[config.mk]
export PLATFORM = sky130hd
export DESIGN_NAME = ismc_ctrl
export DESIGN_NICKNAME = d
export VERILOG_FILES = /design/src/hdl/ismc_pkg.sv /design/src/hdl/ismc_ctrl.sv
export SDC_FILE = /design/constraint.sdc
export NUM_CORES = 1
export LEC_CHECK = 0
export ABC_AREA = 0
export BUFFER_PORTS_ARGS = -buffer_cell sky130_fd_sc_hd__buf_4
export CORE_AREA = 2 2 39 41
export DETAILED_ROUTE_END_ITERATION = 12
export DIE_AREA = 0 0 41 43
export MAX_ROUTING_LAYER = met4
export PLACE_DENSITY = 0.43
export SYNTH_ARGS = -nofsm -noshare
export SYNTH_HDL_FRONTEND = slang
export SYNTH_SLANG_ARGS = --single-unit
[constraint.sdc]
create_clock -name clk -period 1.1 [get_ports clk]
set_input_delay 0.055 -clock clk [delete_from_list [all_inputs] [get_ports clk]]
set_output_delay 0.055 -clock clk [all_outputs]
set_load 0.05 [all_outputs]
[src/hdl/ismc_pkg.sv]
`timescale 1ns / 1ps
`default_nettype none
// ----------------------------------------------------------------------------
// ismc_pkg
// Shared constants, types and helpers for the Ising Metropolis spin update.
// ----------------------------------------------------------------------------
package ismc_pkg;

  // Lattice geometry
  localparam int SIDE   = 64;
  localparam int SIDE_W = (SIDE > 1) ? $clog2(SIDE) : 1;

  // Field widths
  localparam int COL_W   = 6;
  localparam int ROW_W   = 6;
  localparam int RAND_W  = 32;
  localparam int MAG_W   = 14;
  localparam int BOND_W  = 15;
  localparam int THR_W   = 32;
  localparam int ACC_W   = 2 * THR_W;
  localparam int CFG_IDX_W = 3;

  // Threshold registers, one per product value -8, -4, 0, +4, +8
  localparam int NUM_ACCEPT = 5;
  localparam logic [CFG_IDX_W-1:0] CFG_PROD_M8   = 3'd0;
  localparam logic [CFG_IDX_W-1:0] CFG_PROD_M4   = 3'd1;
  localparam logic [CFG_IDX_W-1:0] CFG_PROD_ZERO = 3'd2;
  localparam logic [CFG_IDX_W-1:0] CFG_PROD_P4   = 3'd3;
  localparam logic [CFG_IDX_W-1:0] CFG_PROD_P8   = 3'd4;

  // Item opcodes
  localparam logic OP_TRIAL = 1'b0;
  localparam logic OP_WRITE = 1'b1;

  // Neighbor count of four, step of a spin flip, bias of the bond change
  localparam logic [2:0] NBR_COUNT = 3'd4;
  localparam int MAG_STEP  = 2;
  localparam int BOND_BIAS = 8;

  // Reset values of the running sums
  localparam logic signed [MAG_W-1:0]  MAG_RESET  = MAG_W'(SIDE * SIDE);
  localparam logic signed [BOND_W-1:0] BOND_RESET = BOND_W'(2 * SIDE * SIDE);

  // Lattice row to read
  localparam logic [1:0] ROW_UP  = 2'd0;
  localparam logic [1:0] ROW_MID = 2'd1;
  localparam logic [1:0] ROW_DN  = 2'd2;

  // Commands from controller to datapath
  typedef struct packed {
    logic       load_item;
    logic [1:0] addr_sel;
    logic       cap_up;
    logic       cap_mid;
    logic       eval;
  } ismc_cmd_t;

  // Fold a coordinate into the lattice
  function automatic logic [SIDE_W-1:0] wrap_coord(input logic [COL_W-1:0] v);
    return SIDE_W'(v % SIDE);
  endfunction

  // Periodic neighbors
  function automatic logic [SIDE_W-1:0] prev_coord(input logic [SIDE_W-1:0] v);
    return (v == '0) ? SIDE_W'(SIDE - 1) : v - 1'b1;
  endfunction

  function automatic logic [SIDE_W-1:0] next_coord(input logic [SIDE_W-1:0] v);
    return (v == SIDE_W'(SIDE - 1)) ? '0 : v + 1'b1;
  endfunction

endpackage
`default_nettype wire

[src/hdl/ismc_ctrl.sv]
`timescale 1ns / 1ps
`default_nettype none
// ----------------------------------------------------------------------------
// ismc_ctrl
// Sequencer: read the rows above, at and below the site, then evaluate and
// write back, and hold the result valid until it is taken.
// ----------------------------------------------------------------------------
module ismc_ctrl (
  input  wire logic                clk,
  input  wire logic                rst,
  input  wire logic                in_valid,
  output logic                     in_ready,
  output logic                     out_valid,
  input  wire logic                out_ready,
  output ismc_pkg::ismc_cmd_t      cmd
);

  localparam logic [2:0] ST_IDLE   = 3'd0;
  localparam logic [2:0] ST_RD_UP  = 3'd1;
  localparam logic [2:0] ST_RD_MID = 3'd2;
  localparam logic [2:0] ST_RD_DN  = 3'd3;
  localparam logic [2:0] ST_EVAL   = 3'd4;

  logic [2:0] state;
  logic [2:0] state_next;
  logic       out_free;

  assign in_ready = (state == ST_IDLE);
  assign out_free = !out_valid || out_ready;

  // Next state and commands
  always_comb begin
    state_next    = state;
    cmd           = '0;
    cmd.addr_sel  = ismc_pkg::ROW_DN;
    unique case (state)
      ST_IDLE: begin
        if (in_valid) begin
          cmd.load_item = 1'b1;
          state_next    = ST_RD_UP;
        end
      end
      ST_RD_UP: begin
        cmd.addr_sel = ismc_pkg::ROW_UP;
        state_next   = ST_RD_MID;
      end
      ST_RD_MID: begin
        cmd.addr_sel = ismc_pkg::ROW_MID;
        cmd.cap_up   = 1'b1;
        state_next   = ST_RD_DN;
      end
      ST_RD_DN: begin
        cmd.addr_sel = ismc_pkg::ROW_DN;
        cmd.cap_mid  = 1'b1;
        state_next   = ST_EVAL;
      end
      ST_EVAL: begin
        // keep the lower row on the read port until the result slot frees
        cmd.addr_sel = ismc_pkg::ROW_DN;
        if (out_free) begin
          cmd.eval   = 1'b1;
          state_next = ST_IDLE;
        end
      end
      default: begin
        state_next = ST_IDLE;
      end
    endcase
  end

  // State and result valid
  always_ff @(posedge clk) begin
    if (rst) begin
      state     <= ST_IDLE;
      out_valid <= 1'b0;
    end else begin
      state     <= state_next;
      out_valid <= cmd.eval || (out_valid && !out_ready);
    end
  end

endmodule
`default_nettype wire

# --- Word level (Yosys, flattened, before mapping) ---
# Cells that the tools add are included.
word_totals:
  register_bits: 4
  latch_bits: 0
  ram_bits: 0
  romBits: 0
  wordCells: 25
  memories: 0
op_classes:
  add_sub_neg: 0
  multipliers: 0
  div_mod_pow: 0
  magnitude_cmp: 0
  eq_ne: 6
  n_shift: 0
  muxes: 10
  bitwise_logic: 0
  n_reduce_logical: 7
op_table:
  columns: ["operator", "n"]
  rows:
  - ["$pmux 3 s5", 1]
  - ["$eq 3x2->1 const B", 2]
  - ["$mux 1", 6]
  - ["$mux 3", 2]
  - ["$ne 2x2->1 const B", 2]
  - ["$pmux 2 s2", 1]
  - ["$eq 3x1->1 const B", 1]
  - ["$eq 3x3->1 const B", 1]
  - ["$logic_not 3->1", 1]
  - ["$logic_not 1->1", 2]
  - ["$logic_or 1x1->1", 2]
  - ["$reduce_and 2->1", 1]
  - ["$logic_and 1x1->1", 1]

# --- Logic depth before layout (Yosys ltp) ---
# Gate-level depths: netlist of run 1.
depth:
  word_depth: 5
  depth_mapped: 3
  mapped_depth_nobuf: 2

# --- Worst setup path before layout of run 1 ---
# OpenSTA, ideal clock, no wires.
synth_path:
  kind: "flip-flop to output port"
  startpoint: "register state[0]"
  endpoint: "output port cmd[5] in the netlist's numbering"
  arrival_time_ps: 2106
  setup_slack_ps: -1061
  stages_incl_launch_ff: 4
  path_buffers: 1
  cell_sequence: "dfxtp_1 buf_6 nor3_1 and2_1"
synth_lines:
  columns: ["element", "line", "rtl"]
  rows:
  - ["start, declared", "ismc_ctrl.sv:24", "logic [2:0] state;"]
  - ["start signal, assigned", "ismc_ctrl.sv:77", "state <= state_next;"]
  - ["end, declared", "ismc_ctrl.sv:15", "output ismc_pkg::ismc_cmd_t cmd"]

==> impl_metrics.ini, run 1 <==
[power]
combPwrFrac_pct = 46.3
intPower_mw = 0.3982
peakVddDrop_uv = 592.3
total_power_mw = 0.6418
total_leakage_power_nw = 0.1926
clock_power_share_pct = 28.2
powerDensity_nw_per_um2 = 1457
pwr-share-seq_pct = 25.5
p_sw_share_pct = 37.96
power_switching_mw = 0.2436

[sta]
setup_viol = 8
rsz0062_at_grt = yes
fin_crit_ns = 1.271
clock_skew_ns = 0.003607
drv_slew = 0
timing.final.ws_setup_ns = -0.1711
clock.fmax_mhz = 786.7
max_slew.worst_pin.slew_ns = 0.2291
timing.final.crit_share_pct = 115.6
finalHoldViolCount = 0
timing.slew.headroom_pct = 84.59

[outcome]
violations = negative setup slack
status = finished with violations

[placed_design]
post-place-ws_ns = 0.003167
gp_congestion = 0.6231
io_buffers = 11
hpwl_microns = 418.1

[clocking]
insertion_delay_ns = 0.23
clockBufferDepth = 2
htreeDepth = 1
cts_tree = built
clock-root-buffer = clkbuf_4
clkTransAtPathRegs_ns = 0.04
cts.sinks = 4
numCtsBuffers = 3

[floorplanning]
ioPinCount = 12
dieArea_sq_um = 1763
die_w_microns = 41
num_rows = 14
initial_core_util_pct = 16.55
dieHeight_microns = 43
coreArea_sq_um = 1384

[route]
drc = 0
post_drt_via_cell_ratio = 4.074
drt_iter0_markers = 2
wl_per_cell_microns = 10.41
num_vias = 220
ant_nets = 0
wl_microns = 562
drtPass1Iterations = 3

[critical_path]
start_kind = flop
crit_type = flop to output port
crit_required_ns = 1.04
worstPathMaxFanout = 2
end_kind = output port
crit_arrival_ns = 1.22
crit_chain = or3b_4 -> nor2b_4 -> buf_6
cp_slowest_cell = or3b_4
critPathMaxStageDelay_ns = 0.41

[grt]
grt_pass1_wl_microns = 917
grt_overflow = 0
grt_pass1_vias = 234
antenna_found_initial = 0
track_usage_pct = 8.445
grt_max_degree = 9

[yosys]
ys_warn_count = 0
ys_seq_elements = 4
avgSynthCellArea_sq_um = 10.41
synth_mux_area_share_pct = 0
yosysSeqAreaShare_pct = 34.97
synth_fa_ha_area_share_pct = 0
syn_inst = 22
synth_top_family_by_area = simple AND/OR/NAND/NOR gates
synth-compound-area-share_pct = 11.48
synth_cell_types = 16
synthSimpleGateAreaFrac_pct = 41.53
synthXorXnorAreaFrac_pct = 3.825
synth_area_sq_um = 229.0
syn-num-nets = 26

[final_layout]
post-route-util_pct = 31.83
fin_nets = 44
drive_above_1_share_pct = 78.95
syn2layout_area_growth_pct = 92.35
diodes = 0

[worst_hold_path]
min_path_type = primary input to flop

[run]
drv_cap = 0
[power groups by stage]
| stage | sequential [mW] | combinational [mW] | clock, mW |
|---|---|---|---|
| 5_1_grt | 0.164 | 0.313 | 0.197 |
| 6_report | 0.164 | 0.297 | 0.181 |
| 2_1_floorplan | 0.171 | 0.183 | 0 |
| 3_3_place_gp | 0.163 | 0.262 | 0 |
| 4_1_cts | 0.163 | 0.294 | 0.194 |
| 3_5_place_dp | 0.164 | 0.265 | 0 |
[synthesized netlist by cell type]
cell type | number | area (sq um)
a21oi_1 | 1 | 5.000
and2_1 | 1 | 6.260
and3b_2 | 1 | 10.01
buf_4 | 1 | 7.510
buf_6 | 1 | 11.26
dfxtp_1 | 4 | 80.08
nand2b_1 | 2 | 12.51
nand4bb_1 | 1 | 11.26
nor2_1 | 1 | 3.750
nor2b_1 | 1 | 6.260
nor3_1 | 1 | 5.000
nor3b_1 | 3 | 22.52
nor4_1 | 1 | 6.260
o31ai_4 | 1 | 21.27
or3b_4 | 1 | 11.26
xor2_1 | 1 | 8.760
[repair_timing]
item,CTS,global route
buffers inserted,1,0
resized for setup,10,1
endpoints found under the setup margin,7,8
hold buffers,0,0
pin swaps,2,3
[critical path: cells and delay by family (launching register included)]
| family | cells | cell delay (ns) |
|---|---|---|
| and+or+nand+nor | 2 | 0.52 |
| DFF | 1 | 0.30 |
| buffers and inverters | 1 | 0.16 |
[metrics by stage]
step / hold WS (ns) / instance area [sq um] / TNS, ns / cells
final: 0.02171 / 440.4 / -0.6279 / 54
after global routing: 0.02085 / 440.4 / -0.9799 / 54
after CTS: 0.01010 / 432.9 / -0.7841 / 54
after detailed placement: 0.2683 / 367.9 / 0 / 50
after global placement: 0.2680 / 367.9 / 0 / 50
after floorplan: 0.1167 / 265.3 / -0.5334 / 22
[worst paths after layout]
kind / startpoint / endpoint / slack, ns / depth (start not counted)
max: state[0] / cmd[0] / -0.17 / 3
min: rst / out_valid / 0.02 / 2
max reg2reg: state[0] / state[2] / 0 / 3
min reg2reg: out_valid / state[2] / 0.59 / 2
[layout make-up]
type,count,area (sq um)
Multi-Input combinational cell,16,175.2
Tap cell,16,20.02
Clock buffer,3,22.52
Timing Repair Buffer,15,138.9
Fill cell,147,943.4
Sequential cell,4,83.83
[sequential cells by signal, summed over array words and instances, names as in the netlist]
register / cells
state: 3
out_valid: 1
[cell usage in the layout (no fill, tap or decap)]
cell type | netlist | layout
nor3b_4 | 0 | 1
buf_6 | 1 | 5
clkbuf_4 | 0 | 3
nor2_1 | 1 | 1
dfxtp_1 | 4 | 1
or3b_4 | 1 | 1
nor4_1 | 1 | 1
o31ai_4 | 1 | 1
nor3_4 | 0 | 1
nor3b_1 | 3 | 1
xor2_2 | 0 | 1
nor2b_4 | 0 | 1
nor3b_2 | 0 | 1
dfxtp_2 | 0 | 3
buf_8 | 0 | 1
and2_4 | 0 | 1
a21oi_1 | 1 | 1
and3b_2 | 1 | 1
nand2b_1 | 2 | 2
buf_4 | 1 | 9
nand4bb_1 | 1 | 1
[logic make-up after synthesis]
kind of cell / after synthesis
simple gates: 13
compound gates: 2
flops: 4
xor+xnor: 1
buf+inv: 2
[per-layer routing]
layer  part of all wire (%)  track usage (%)  up-vias
met5                      0                -        -
met1                     38            8.710       97
met3                     10            1.571        2
met2                     49            11.56       13
met4                    2.7            10.00        0
li1                       -                -      108
Note: power is estimated with default switching activity, not from simulation.
==> run 2: changes to the inputs <==
- REMOVE_ABC_BUFFERS: default -> 1
==> run 2 against run 1 <==
Effect of this change:
- the run still ends with negative setup slack left
- register-to-register slack worse by 0.11 ns
- via count rose by 6.8%
- non-clock buffer count is 2 higher
- clock power is essentially flat
- final area increased by 6.3%
- routed wire length is 3.7% higher
==> impl_metrics.ini, run 2 (synthesized netlist as in run 1, its figures left out) <==
[final_layout]
reg_top3 = state: 3 flops, out_valid: 1 flops
syn2layout_area_growth_pct = 104.4
final_common_cell = buf_4
layout_common_cells = buf_4 (8), buf_6 (7), clkbuf_4 (3), dfxtp_1 (3)
largest_reg_flops = 3
fin_nets = 46
design_area_sq_um = 467.9
post-route-util_pct = 33.82
top_register = state
diodes = 0
fin_cells = 56
drive_above_1_share_pct = 75.00

[power]
total_leakage_power_nw = 0.2069
peakVddDrop_uv = 708.9
total_power_mw = 0.6629
powerDensity_nw_per_um2 = 1417

[critical_path]
cp_slowest_cell = or3b_4
r2r-end = state[2]
r2r_setup_slack_ns = -0.11
end_kind = output port
critPathLaunch = state[2]
r2r-start = state[2]
start_kind = flop
critPathMaxStageDelay_ns = 0.40
worstPathMaxFanout = 2
reg2regPathDepth = 4
crit_end = cmd[0]
crit_arrival_ns = 1.23
crit_family = simple AND/OR/NAND/NOR gates
critPathBufInv = 1
crit_type = flop to output port
crit_chain = or3b_4 -> nor2b_4 -> buf_6
crit_cells = 3
crit_required_ns = 1.04

[sta]
clock.fmax_mhz = 779.0
fin_hold_ws_ns = 0.03981
finalHoldViolCount = 0
timing.final.crit_share_pct = 116.7
timing.final.ws_setup_ns = -0.1838
clock_skew_ns = 0.002052
drv_slew = 0
setup_viol = 9
max_slew.worst_pin.slew_ns = 0.2258
rsz0062_at_grt = yes
fin_crit_ns = 1.284
timing.slew.headroom_pct = 84.81

[clocking]
hold_buffers = 0
insertion_delay_ns = 0.23
cts.sinks = 4
clock-root-buffer = clkbuf_4
cts_tree = built
clockBufferDepth = 2
numCtsBuffers = 3
clkTransAtPathRegs_ns = 0.04
htreeDepth = 1

[route]
drtPass1Iterations = 2
ant_nets = 0
drc = 0
wl_per_cell_microns = 10.41
num_vias = 235
post_drt_via_cell_ratio = 4.196
drt_iter0_markers = 2
wl_microns = 583

[floorplanning]
initial_core_util_pct = 16.55
coreArea_sq_um = 1384
ioPinCount = 12
dieHeight_microns = 43
die_w_microns = 41
num_rows = 14
dieArea_sq_um = 1763

[placed_design]
io_buffers = 11
hpwl_microns = 411.8
dp_cells = 51
placed_cell_area_sq_um = 342.8
gp_congestion = 0.5742

[outcome]
status = finished with violations
violations = negative setup slack

[grt]
grt_max_degree = 9
grt_pass1_vias = 242
grt_overflow = 0
grt_pass1_wl_microns = 903
antenna_found_initial = 0
track_usage_pct = 8.016

[worst_hold_path]
min_path_type = primary input to flop

[run]
drv_cap = 0
[run 2: cell count changes in the layout (fill, tap and decap cells not counted)]
cell     previous run  this run
buf_6               5         7
dfxtp_1             1         3
dfxtp_2             3         1
buf_4               9         8
buf_8               1         2
[run 2: worst min-delay path by stage]
stage	startpoint	to	slack, ns	cells after the start
floorplan	rst	out_valid	0.12	1
global route	rst	state[1]	0.05	2
finish	rst	out_valid	0.04	2
global placement	rst	out_valid	0.27	2
CTS	rst	out_valid	0.03	2
detailed placement	rst	out_valid	0.28	2
[run 2: layer usage]
layer | GRT usage, % | vias up | share of wire, %
li1 | - | 115 | -
met3 | 1.571 | 0 | 9.1
met1 | 8.974 | 108 | 39
met2 | 10.94 | 12 | 52
met5 | - | - | 0
met4 | 8.000 | 0 | 0
[run 2: stage by stage]
| stage | TNS [ns] | setup WS (ns) |
|---|---|---|
| global route | -1.228 | -0.2222 |
| detailed placement | 0 | 0.01629 |
| finish | -0.7771 | -0.1838 |
| CTS | -0.7131 | -0.2012 |
| global placement | 0 | 0.03856 |
| floorplan | -3.046 | -1.018 |
[run 2: area by class of cell]
type	count	area, sq um
repair buffers	17	168.9
flip-flops and latches	4	81.33
clock buffers	3	22.52
multi-input cells	16	175.2
well taps	16	20.02
fillers	150	915.9
[run 2: report_power, final]
part / switching (mW) / internal [mW] / total (mW)
Combinational: 0.182 / 0.137 / 0.319
Sequential: 0.00555 / 0.156 / 0.161
Clock: 0.0605 / 0.122 / 0.183
[run 2: repair_timing]
action,4_1_cts,5_1_grt
buffers inserted,1,1
setup endpoints to repair,7,9
resized for setup,15,6
pin swaps,1,1
